### src/hw/rtl/angle_kalman_filter_top_macros.svh
// Assertion macros used by the angle filter top level.
`ifndef ANGLE_KALMAN_FILTER_TOP_MACROS_SVH
`define ANGLE_KALMAN_FILTER_TOP_MACROS_SVH
// Implication checked on every rising clock edge outside reset.
`define AKF_ASSERT_IMP(label, clk, rst_n, ante, cons, msg) \
  label: assert property (@(posedge clk) disable iff (!rst_n) (ante) |-> (cons)) \
    else $error(msg);
// Next-cycle implication checked outside reset.
`define AKF_ASSERT_NEXT(label, clk, rst_n, ante, cons, msg) \
  label: assert property (@(posedge clk) disable iff (!rst_n) (ante) |=> (cons)) \
    else $error(msg);
`endif

### src/hw/rtl/akf_pkg.sv
// -----------------------------------------------------------------------------
// akf_pkg
// Types, constants and arithmetic helpers for the angle filter.
// -----------------------------------------------------------------------------
`default_nettype none
package akf_pkg;

  localparam int unsigned W = 48;
  localparam logic signed [W-1:0] S48_MAX = {1'b0, {(W-1){1'b1}}};
  localparam logic signed [W-1:0] S48_MIN = {1'b1, {(W-1){1'b0}}};

  localparam logic [31:0] QA_RST = 32'd4294967;
  localparam logic [31:0] QB_RST = 32'd12884902;
  localparam logic [31:0] RM_RST = 32'd128849019;

  localparam logic [1:0] CFG_QA = 2'd0;
  localparam logic [1:0] CFG_QB = 2'd1;
  localparam logic [1:0] CFG_RM = 2'd2;

  // ALU operand select codes
  localparam logic [3:0] SEL_DT   = 4'd0;
  localparam logic [3:0] SEL_RATE = 4'd1;
  localparam logic [3:0] SEL_P0   = 4'd2;
  localparam logic [3:0] SEL_P1   = 4'd3;
  localparam logic [3:0] SEL_P2   = 4'd4;
  localparam logic [3:0] SEL_P3   = 4'd5;
  localparam logic [3:0] SEL_QB   = 4'd6;
  localparam logic [3:0] SEL_K0   = 4'd7;
  localparam logic [3:0] SEL_K1   = 4'd8;
  localparam logic [3:0] SEL_Y    = 4'd9;
  localparam logic [3:0] SEL_T    = 4'd10;

  // Post-operation step codes, applied when a unit result is ready.
  localparam logic [4:0] OP_NONE       = 5'd0;
  localparam logic [4:0] OP_ANGLE_PRED = 5'd1;
  localparam logic [4:0] OP_INNER      = 5'd2;
  localparam logic [4:0] OP_COV_PRED   = 5'd3;
  localparam logic [4:0] OP_P3_PRED    = 5'd4;
  localparam logic [4:0] OP_GAIN0      = 5'd5;
  localparam logic [4:0] OP_GAIN1      = 5'd6;
  localparam logic [4:0] OP_ANGLE_CORR = 5'd7;
  localparam logic [4:0] OP_BIAS_CORR  = 5'd8;
  localparam logic [4:0] OP_P00_TERM   = 5'd9;
  localparam logic [4:0] OP_P01_TERM   = 5'd10;
  localparam logic [4:0] OP_P2_CORR    = 5'd11;
  localparam logic [4:0] OP_COV_CORR   = 5'd12;

  typedef struct packed {
    logic signed [24:0] measured_angle;
    logic signed [27:0] gyro_rate;
    logic [23:0]        time_step;
  } in_item_t;

  typedef struct packed {
    logic signed [31:0] filtered_angle;
    logic signed [31:0] corrected_rate;
  } out_item_t;

  // Controller to datapath commands.
  typedef struct packed {
    logic       load;      // capture input and form rate
    logic       mul_go;    // start a multiply
    logic [3:0] mul_a;
    logic [3:0] mul_b;
    logic       div_go;    // start a divide
    logic       div_sel;   // 0: P0/s, 1: P2/s
    logic [4:0] op;        // post-operation step code
  } akf_cmd_t;

  typedef struct packed {
    logic mul_done;
    logic div_done;
  } akf_sts_t;

  function automatic logic signed [W-1:0] sat48(input logic signed [W:0] v);
    if (v > $signed({1'b0, S48_MAX})) return S48_MAX;
    if (v < $signed({1'b1, S48_MIN})) return S48_MIN;
    return v[W-1:0];
  endfunction

  function automatic logic signed [W-1:0] add48(input logic signed [W-1:0] a,
                                                input logic signed [W-1:0] b);
    return sat48({a[W-1], a} + {b[W-1], b});
  endfunction

  function automatic logic signed [W-1:0] sub48(input logic signed [W-1:0] a,
                                                input logic signed [W-1:0] b);
    return sat48({a[W-1], a} - {b[W-1], b});
  endfunction

  // Signed from magnitude with saturation; magnitude up to 49 bits.
  function automatic logic signed [W-1:0] from_mag(input logic [W:0] m,
                                                   input logic neg);
    if (neg) begin
      if (m >= {1'b0, 1'b1, {(W-1){1'b0}}}) return S48_MIN;
      return -$signed(m[W-1:0]);
    end
    if (m > {2'b00, {(W-1){1'b1}}}) return S48_MAX;
    return m[W-1:0];
  endfunction

  // Q16.32 to Q16.16, round half up, saturate.
  function automatic logic signed [31:0] to_q16(input logic signed [W-1:0] x);
    logic signed [W:0] v;
    logic signed [W-16:0] q;
    v = {x[W-1], x} + (W+1)'(32768);
    q = v[W:16];
    if (q > $signed((W-15)'(32'h7FFFFFFF))) return 32'h7FFFFFFF;
    if (q < -$signed((W-15)'(33'h080000000))) return 32'h80000000;
    return q[31:0];
  endfunction

endpackage
`default_nettype wire

### src/hw/rtl/akf_ctrl.sv
// -----------------------------------------------------------------------------
// akf_ctrl
// Sequencer: issues multiplies and divides in order and runs the handshake.
// -----------------------------------------------------------------------------
`default_nettype none
module akf_ctrl (
  input  wire logic               clk,
  input  wire logic               rst_n,
  input  wire logic               in_valid,
  output logic                    in_stall,
  output logic                    out_valid,
  input  wire logic               out_stall,
  output akf_pkg::akf_cmd_t       cmd,
  input  wire akf_pkg::akf_sts_t  sts,
  output logic                    busy
);
  localparam logic [1:0] S_IDLE = 2'd0, S_ISSUE = 2'd1, S_WAIT = 2'd2, S_OUT = 2'd3;
  logic [1:0] st_r, st_nxt;
  logic [3:0] step_r, step_nxt;

  // Step table: units and operand selects, and op code applied at completion.
  // 0 dt*rate, 1 dt*p11, 2 dt*inner, 3 qb*dt, 4 div p0, 5 div p2,
  // 6 k0*y, 7 k1*y, 8 k0*p00, 9 k0*p01, 10 k1*p00, 11 k1*p01
  logic       is_div;
  logic [3:0] sa, sb;
  logic [4:0] fin;
  always_comb begin
    is_div = 1'b0; sa = akf_pkg::SEL_DT; sb = akf_pkg::SEL_RATE; fin = akf_pkg::OP_NONE;
    case (step_r)
      4'd0:  begin sb = akf_pkg::SEL_RATE; fin = akf_pkg::OP_ANGLE_PRED; end
      4'd1:  begin sb = akf_pkg::SEL_P3; fin = akf_pkg::OP_INNER; end
      4'd2:  begin sb = akf_pkg::SEL_T; fin = akf_pkg::OP_COV_PRED; end
      4'd3:  begin
        sa = akf_pkg::SEL_QB; sb = akf_pkg::SEL_DT; fin = akf_pkg::OP_P3_PRED;
      end
      4'd4:  begin is_div = 1'b1; fin = akf_pkg::OP_GAIN0; end
      4'd5:  begin is_div = 1'b1; fin = akf_pkg::OP_GAIN1; end
      4'd6:  begin
        sa = akf_pkg::SEL_K0; sb = akf_pkg::SEL_Y; fin = akf_pkg::OP_ANGLE_CORR;
      end
      4'd7:  begin
        sa = akf_pkg::SEL_K1; sb = akf_pkg::SEL_Y; fin = akf_pkg::OP_BIAS_CORR;
      end
      4'd8:  begin
        sa = akf_pkg::SEL_K0; sb = akf_pkg::SEL_P0; fin = akf_pkg::OP_P00_TERM;
      end
      4'd9:  begin
        sa = akf_pkg::SEL_K0; sb = akf_pkg::SEL_P1; fin = akf_pkg::OP_P01_TERM;
      end
      4'd10: begin
        sa = akf_pkg::SEL_K1; sb = akf_pkg::SEL_P0; fin = akf_pkg::OP_P2_CORR;
      end
      default: begin
        sa = akf_pkg::SEL_K1; sb = akf_pkg::SEL_P1; fin = akf_pkg::OP_COV_CORR;
      end
    endcase
  end

  always_comb begin
    st_nxt = st_r; step_nxt = step_r;
    cmd = '0; cmd.mul_a = sa; cmd.mul_b = sb; cmd.div_sel = (step_r == 4'd5);
    case (st_r)
      S_IDLE: if (in_valid) begin
        cmd.load = 1'b1; step_nxt = 4'd0; st_nxt = S_ISSUE;
      end
      S_ISSUE: begin
        cmd.mul_go = !is_div; cmd.div_go = is_div; st_nxt = S_WAIT;
      end
      S_WAIT: if ((is_div && sts.div_done) || (!is_div && sts.mul_done)) begin
        cmd.op = fin;
        if (step_r == 4'd11) st_nxt = S_OUT;
        else begin step_nxt = step_r + 4'd1; st_nxt = S_ISSUE; end
      end
      S_OUT: if (!out_stall) st_nxt = S_IDLE;
      default: st_nxt = S_IDLE;
    endcase
  end

  always_ff @(posedge clk) begin
    if (!rst_n) begin st_r <= S_IDLE; step_r <= '0; end
    else begin st_r <= st_nxt; step_r <= step_nxt; end
  end

  assign in_stall  = (st_r != S_IDLE);
  assign out_valid = (st_r == S_OUT);
  assign busy      = (st_r == S_ISSUE) || (st_r == S_WAIT);
endmodule
`default_nettype wire

### config.mk
export PLATFORM = sky130hd
export DESIGN_NAME = akf_ctrl
export DESIGN_NICKNAME = d
export VERILOG_FILES = /design/src/hw/rtl/angle_kalman_filter_top_macros.svh /design/src/hw/rtl/akf_pkg.sv /design/src/hw/rtl/akf_ctrl.sv
export SDC_FILE = /design/constraint.sdc
export NUM_CORES = 1
export LEC_CHECK = 0
export BUFFER_PORTS_ARGS = -buffer_cell sky130_fd_sc_hd__buf_4
export CORE_MARGIN = 1
export CORE_UTILIZATION = 48
export DETAILED_ROUTE_END_ITERATION = 8
export PLACE_DENSITY_LB_ADDON = 0.15
export SYNTH_ARGS = -nofsm -noshare
export SYNTH_HDL_FRONTEND = slang
export SYNTH_SLANG_ARGS = --single-unit
### constraint.sdc
create_clock -name clk -period 2.5 [get_ports clk]
set_clock_uncertainty 0.05 [all_clocks]
set_input_delay 0.125 -clock clk [delete_from_list [all_inputs] [get_ports clk]]
set_output_delay 0.125 -clock clk [all_outputs]
set_load 0.03 [all_outputs]
-- Word-level counts from Yosys, hierarchy flattened
Index checks and enable logic that the tools add are counted.
- add/subtract/negate cells: 1
- equality and inequality tests: 18
- muxes and demuxes: 19
- reduce and logical (&&, ||, !) cells: 17
- operators by type and width (operator ; count):
    $pmux W4 S11 ; 1
    $pmux W4 S6 ; 1
    $eq A4 B3 Y1 const B ; 4
    $eq A4 B4 Y1 const B ; 4
    $mux W4 ; 3
    $pmux W4 S3 ; 1
    $mux W5 ; 2
    $eq A4 B2 Y1 const B ; 2
    $mux W2 ; 4
    $ne A2 B2 Y1 const B ; 4
    $pmux W2 S4 ; 1
    $pmux W4 S2 ; 1
    $reduce_or A2 Y1 ; 3
    $reduce_or A3 Y1 ; 2
    $mux W1 ; 5
    $reduce_or A5 Y1 ; 1
    $add A4 B1 Y4 const B ; 1
    $eq A2 B2 Y1 const B ; 2
    $eq A4 B1 Y1 const B ; 1
    $logic_not A4 Y1 ; 1
    $reduce_and A4 Y1 ; 1
    $reduce_bool A2 Y1 ; 2
    $reduce_and A3 Y1 ; 1
    $eq A2 B1 Y1 const B ; 1
    other kinds (4) ; 6
- register bits: 6
- bits of input ports: 6
- output and inout bits: 20

-- Longest topological paths before layout
- word-level depth: 8
- gate-level depth with buffers: 7

-- Worst setup path before layout
No wires, ideal clock.
- path kind: reg-to-output
- start: register step_r[0]
- end: output cmd[13] (netlist name)
- data arrival time: 1806 ps
- required time: 2325 ps
- slack: 519 ps
- cell stages (with the launch flop): 8
- buffers on the path: 1
- cells stage by stage: dfxtp_1 inv_1 ha_1 nor2_1 nor2_1 a22o_1 a21o_1 buf_4
- RTL lines (what ; RTL line ; text):
    from (decl) ; akf_ctrl.sv:19 ; logic [3:0] step_r, step_nxt;
    from (signal assigned) ; akf_ctrl.sv:81 ; else begin st_r <= st_nxt; step_r <= step_nxt; end
    to (decl) ; akf_ctrl.sv:13 ; output akf_pkg::akf_cmd_t cmd,

==> metrics.txt <==
# TYPE chip_impl_metric gauge
chip_impl_info{name="rsz0062_at_grt",value="false"} 1
chip_impl_metric{name="timing.max_cap.violations",unit=""} 0
chip_impl_metric{name="worst_slew_margin_relative_to_its_limit",unit=""} 0.6330
chip_impl_metric{name="final_nets",unit=""} 135
chip_impl_metric{name="global_route_wire_length_before_repair",unit="µm"} 2346
chip_impl_metric{name="syn_inst",unit=""} 98
chip_impl_metric{name="drc",unit=""} 0
chip_impl_metric{name="worstMarginPinSlew",unit="ns"} 0.5498
chip_impl_metric{name="critPathMaxFanout",unit=""} 5
chip_impl_metric{name="globalRoute.totalOverflow",unit=""} 0
chip_impl_metric{name="dieHeight",unit="µm"} 40.45
chip_impl_metric{name="place.port_buffers",unit=""} 24
chip_impl_metric{name="antenna_cells",unit=""} 0
chip_impl_metric{name="maxSlewViolCount",unit=""} 0
chip_impl_metric{name="syn_nets",unit=""} 112
chip_impl_info{name="synth.top_cells.by_area",value="sky130_fd_sc_hd__dfxtp_1 (17%), sky130_fd_sc_hd__ha_1 (14%), sky130_fd_sc_hd__nand3_1 (4.9%), sky130_fd_sc_hd__inv_1 (4.8%), sky130_fd_sc_hd__nand2_1 (4.8%)"} 1
chip_impl_info{name="critical_path.slowest_cell",value="sky130_fd_sc_hd__dfxtp_1"} 1
chip_impl_metric{name="first_global_vias",unit=""} 583
chip_impl_info{name="cp_cell_sequence",value="inv_1 -> ha_1 -> or2_1 -> nor2_1 -> a21oi_1 -> a21oi_1 -> buf_4"} 1
chip_impl_metric{name="post_route_cells_drive_above_1_share",unit=""} 0.2773
chip_impl_metric{name="antenna_violations_before_repair",unit=""} 0
chip_impl_metric{name="die_width",unit="µm"} 40.45
chip_impl_metric{name="critPathMaxStageDelay",unit="ns"} 0.39
chip_impl_info{name="synth-main-ff-cell",value="sky130_fd_sc_hd__dfxtp_1"} 1
chip_impl_metric{name="1st_pass_router_iterations",unit=""} 4
chip_impl_metric{name="floorplan.io_pins",unit=""} 26
chip_impl_metric{name="clock_insertion_delay_worst_skew",unit="ns"} 0.24
chip_impl_metric{name="met1Wirelength",unit="µm"} 756
chip_impl_metric{name="cts_hold_repair.buffers",unit=""} 0
chip_impl_metric{name="floorplan.core_area",unit="mm²"} 0.001334
chip_impl_metric{name="routed_wl",unit="µm"} 1661
chip_impl_info{name="ys_top_cells_by_count",value="sky130_fd_sc_hd__inv_1 (9), sky130_fd_sc_hd__nand2_1 (9), sky130_fd_sc_hd__nor2_1 (9)"} 1
chip_impl_info{name="crit_path_start",value="step_r[0]"} 1
chip_impl_metric{name="fin_crit",unit="ns"} 2.221
chip_impl_metric{name="register_area",unit="µm²"} 120.1
chip_impl_metric{name="fmax",unit="MHz"} 450.3
chip_impl_metric{name="place_inst",unit=""} 131
chip_impl_metric{name="overall_die_area",unit="mm²"} 0.001636
chip_impl_metric{name="final_antenna_net_count",unit=""} 0
chip_impl_metric{name="htreeDepth",unit=""} 1
chip_impl_metric{name="wl_met2",unit="µm"} 783
chip_impl_metric{name="tritoncts.num_buffers",unit=""} 3
chip_impl_metric{name="globalplace.congestion",unit=""} 0.8456
chip_impl_metric{name="postSynth.asyncResetShare",unit=""} 0
chip_impl_metric{name="synth_top_area_frac",unit=""} 0.1693
chip_impl_metric{name="grt.total_usage",unit=""} 0.2155
chip_impl_metric{name="vias",unit=""} 771
chip_impl_metric{name="number_of_failing_setup_endpoints_in_the_final_timing_report",unit=""} 0
chip_impl_metric{name="worst_setup_hold_path_clk_slew",unit="ns"} 0.04
chip_impl_metric{name="detailed_place_hpwl",unit="µm"} 1290
chip_impl_metric{name="floorplan.initialDensity",unit=""} 0.5319
chip_impl_metric{name="timing.setup.tns",unit="ns"} 0
chip_impl_info{name="crit_path_frequent_cell",value="sky130_fd_sc_hd__a21oi_1"} 1
chip_impl_metric{name="hold_violation_total_from_the_final_report",unit=""} 0
chip_impl_metric{name="cp.required",unit="ns"} 2.33
chip_impl_metric{name="post_synth_edffs",unit=""} 0
chip_impl_metric{name="cp_data_arrival_time",unit="ns"} 2.05
chip_impl_metric{name="number_of_inserted_filler_cells_in_the_final_layout",unit=""} 130
chip_impl_info{name="cts_root_buf",value="sky130_fd_sc_hd__clkbuf_4"} 1
chip_impl_info{name="endpoint_kind",value="output port"} 1
chip_impl_metric{name="syn2layout_area_growth",unit="%"} 26.98
chip_impl_info{name="worst-setup-path-type",value="flip-flop to output port"} 1
chip_impl_metric{name="fin_total_pwr",unit="µW"} 442.5
chip_impl_info{name="synth_top_area_cell",value="sky130_fd_sc_hd__dfxtp_1"} 1
chip_impl_metric{name="post_drt_wl_per_cell",unit="µm"} 12.40
chip_impl_metric{name="cts.path.max_buffers",unit=""} 2
chip_impl_metric{name="avgViaCountPerCell",unit=""} 5.754
chip_impl_metric{name="grt_start_max_net_pins",unit=""} 16
chip_impl_info{name="hp-start",value="rst_n"} 1
chip_impl_metric{name="peakVddDrop",unit="mV"} 0.3967
chip_impl_metric{name="final_cells",unit=""} 134
chip_impl_metric{name="multiInputGateArea",unit="µm²"} 521.8
chip_impl_metric{name="postCtsSetupRepairBufs",unit=""} 0
chip_impl_metric{name="syn-mean-instance-area",unit="µm²"} 7.239
chip_impl_metric{name="min_period_over_period",unit=""} 0.8883
chip_impl_info{name="top_signal_layer_used",value="met4"} 1
chip_impl_metric{name="post_cts_resize_count",unit=""} 0
chip_impl_metric{name="netlist-cell-type-count",unit=""} 41
chip_impl_metric{name="synth_warnings",unit=""} 0
chip_impl_metric{name="dr.first_iter.drc_count",unit=""} 13
chip_impl_metric{name="placement_rows",unit=""} 13
chip_impl_info{name="timing.hold.worst.class",value="primary input to flip-flop"} 1
chip_impl_metric{name="power_leakage",unit="nW"} 0.4099
chip_impl_metric{name="ys_seq_area_frac",unit=""} 0.1693
chip_impl_info{name="r2r-start",value="step_r[0]"} 1
chip_impl_metric{name="numClockSinks",unit=""} 6
chip_impl_metric{name="detailroute.wirelength.met3",unit="µm"} 94
chip_impl_metric{name="netlist_area",unit="µm²"} 709.4
chip_impl_info{name="critical_path.startpoint_type",value="flip-flop"} 1
chip_impl_info{name="outcome",value="finished clean"} 1
chip_impl_info{name="tritoncts",value="built"} 1
chip_impl_metric{name="power_per_cell_area",unit="mW/mm²"} 491.1
chip_impl_metric{name="postSynthRegisterBits",unit=""} 6
kinds of logic (layout without fill, tap and decap cells):
group                    after synthesis  in the layout  synth area share
AO/OA/AOI/OAI                         26             26            0.2839
buffers and inverters                 16             37           0.09522
AND/OR/NAND/NOR                       41             41            0.3051
adder cells (fa/ha/maj)                8              8            0.1411
other                                  1              1          0.005286
flip-flops                             6              6            0.1693
final cells by class:
| class | instances | share of cell area |
|---|---|---|
| well taps | 15 | 0.02083 |
| multi-input cells | 76 | 0.5792 |
| repair buffers | 24 | 0.2000 |
| flip-flops and latches | 6 | 0.1333 |
| inverters | 10 | 0.04167 |
| clock buffers | 3 | 0.02500 |
through the flow:
| step | setup slack [ns] | cell area [µm²] | util | hold slack, ns |
|---|---|---|---|---|
| 2_1_floorplan | 0.5195 | 709.4 | - | 0.3939 |
| 3_5_place_dp | 0.5848 | 878.3 | 0.6585 | 0.3815 |
| 4_1_cts | 0.3206 | 900.9 | 0.6754 | 0.1243 |
| 3_3_place_gp | 0.6304 | 878.3 | 0.6585 | 0.3737 |
| 5_1_grt | 0.2151 | 900.9 | 0.6754 | 0.1513 |
| 6_report | 0.2792 | 900.9 | 0.6754 | 0.1360 |
state kept, by name (all words and copies together) (netlist names):
register and flops:
step_r 4, st_r 2
per-layer routing:
layer / vias up / track usage
met2: 31 / 0.3889
met1: 345 / 0.2425
li1: 391 / -
met3: 4 / 0.01667
met5: - / 0
met4: 0 / 0.1250
where the power goes:
part	internal, mW	total, mW	switching, mW
Clock	0.0542	0.0878	0.0336
Combinational	0.0852	0.238	0.153
Sequential	0.106	0.117	0.0109
Total	0.245	0.442	0.197
path summary, 6_finish.rpt:
path | slack (ns) | endpoint | cells after the start
hold reg to reg | 0.48 | step_r[0] | 2
hold / removal | 0.14 | st_r[1] | 2
setup / recovery | 0.28 | cmd[3] | 7
setup reg to reg | 0.57 | step_r[2] | 7
worst max-delay path: cells and delay by family (launching register included):
family	cells	cell delay [ns]
AND/OR/NAND/NOR	2	0.56
flip-flops	1	0.39
buffers and inverters	2	0.29
adder cells (fa/ha/maj)	1	0.24
AO/OA/AOI/OAI	2	0.31
cell usage in the layout (no fill, tap or decap), types with 2 or more instances in the layout:
cell type                  netlist  layout
sky130_fd_sc_hd__and2_1          2       2
sky130_fd_sc_hd__nor2_1          9       9
sky130_fd_sc_hd__nand2_1         9       9
sky130_fd_sc_hd__o31ai_1         2       2
sky130_fd_sc_hd__or3_1           2       2
sky130_fd_sc_hd__o21ai_0         3       3
sky130_fd_sc_hd__dfxtp_1         6       6
sky130_fd_sc_hd__a31oi_1         2       2
sky130_fd_sc_hd__a21oi_1         5       5
sky130_fd_sc_hd__ha_1            8       8
sky130_fd_sc_hd__nand3_1         7       7
sky130_fd_sc_hd__nand4_1         2       2
sky130_fd_sc_hd__a21o_1          2       2
sky130_fd_sc_hd__buf_4           2      24
sky130_fd_sc_hd__inv_1           9       9
sky130_fd_sc_hd__clkbuf_4        0       3
Note: power is estimated with default switching activity, not from simulation.
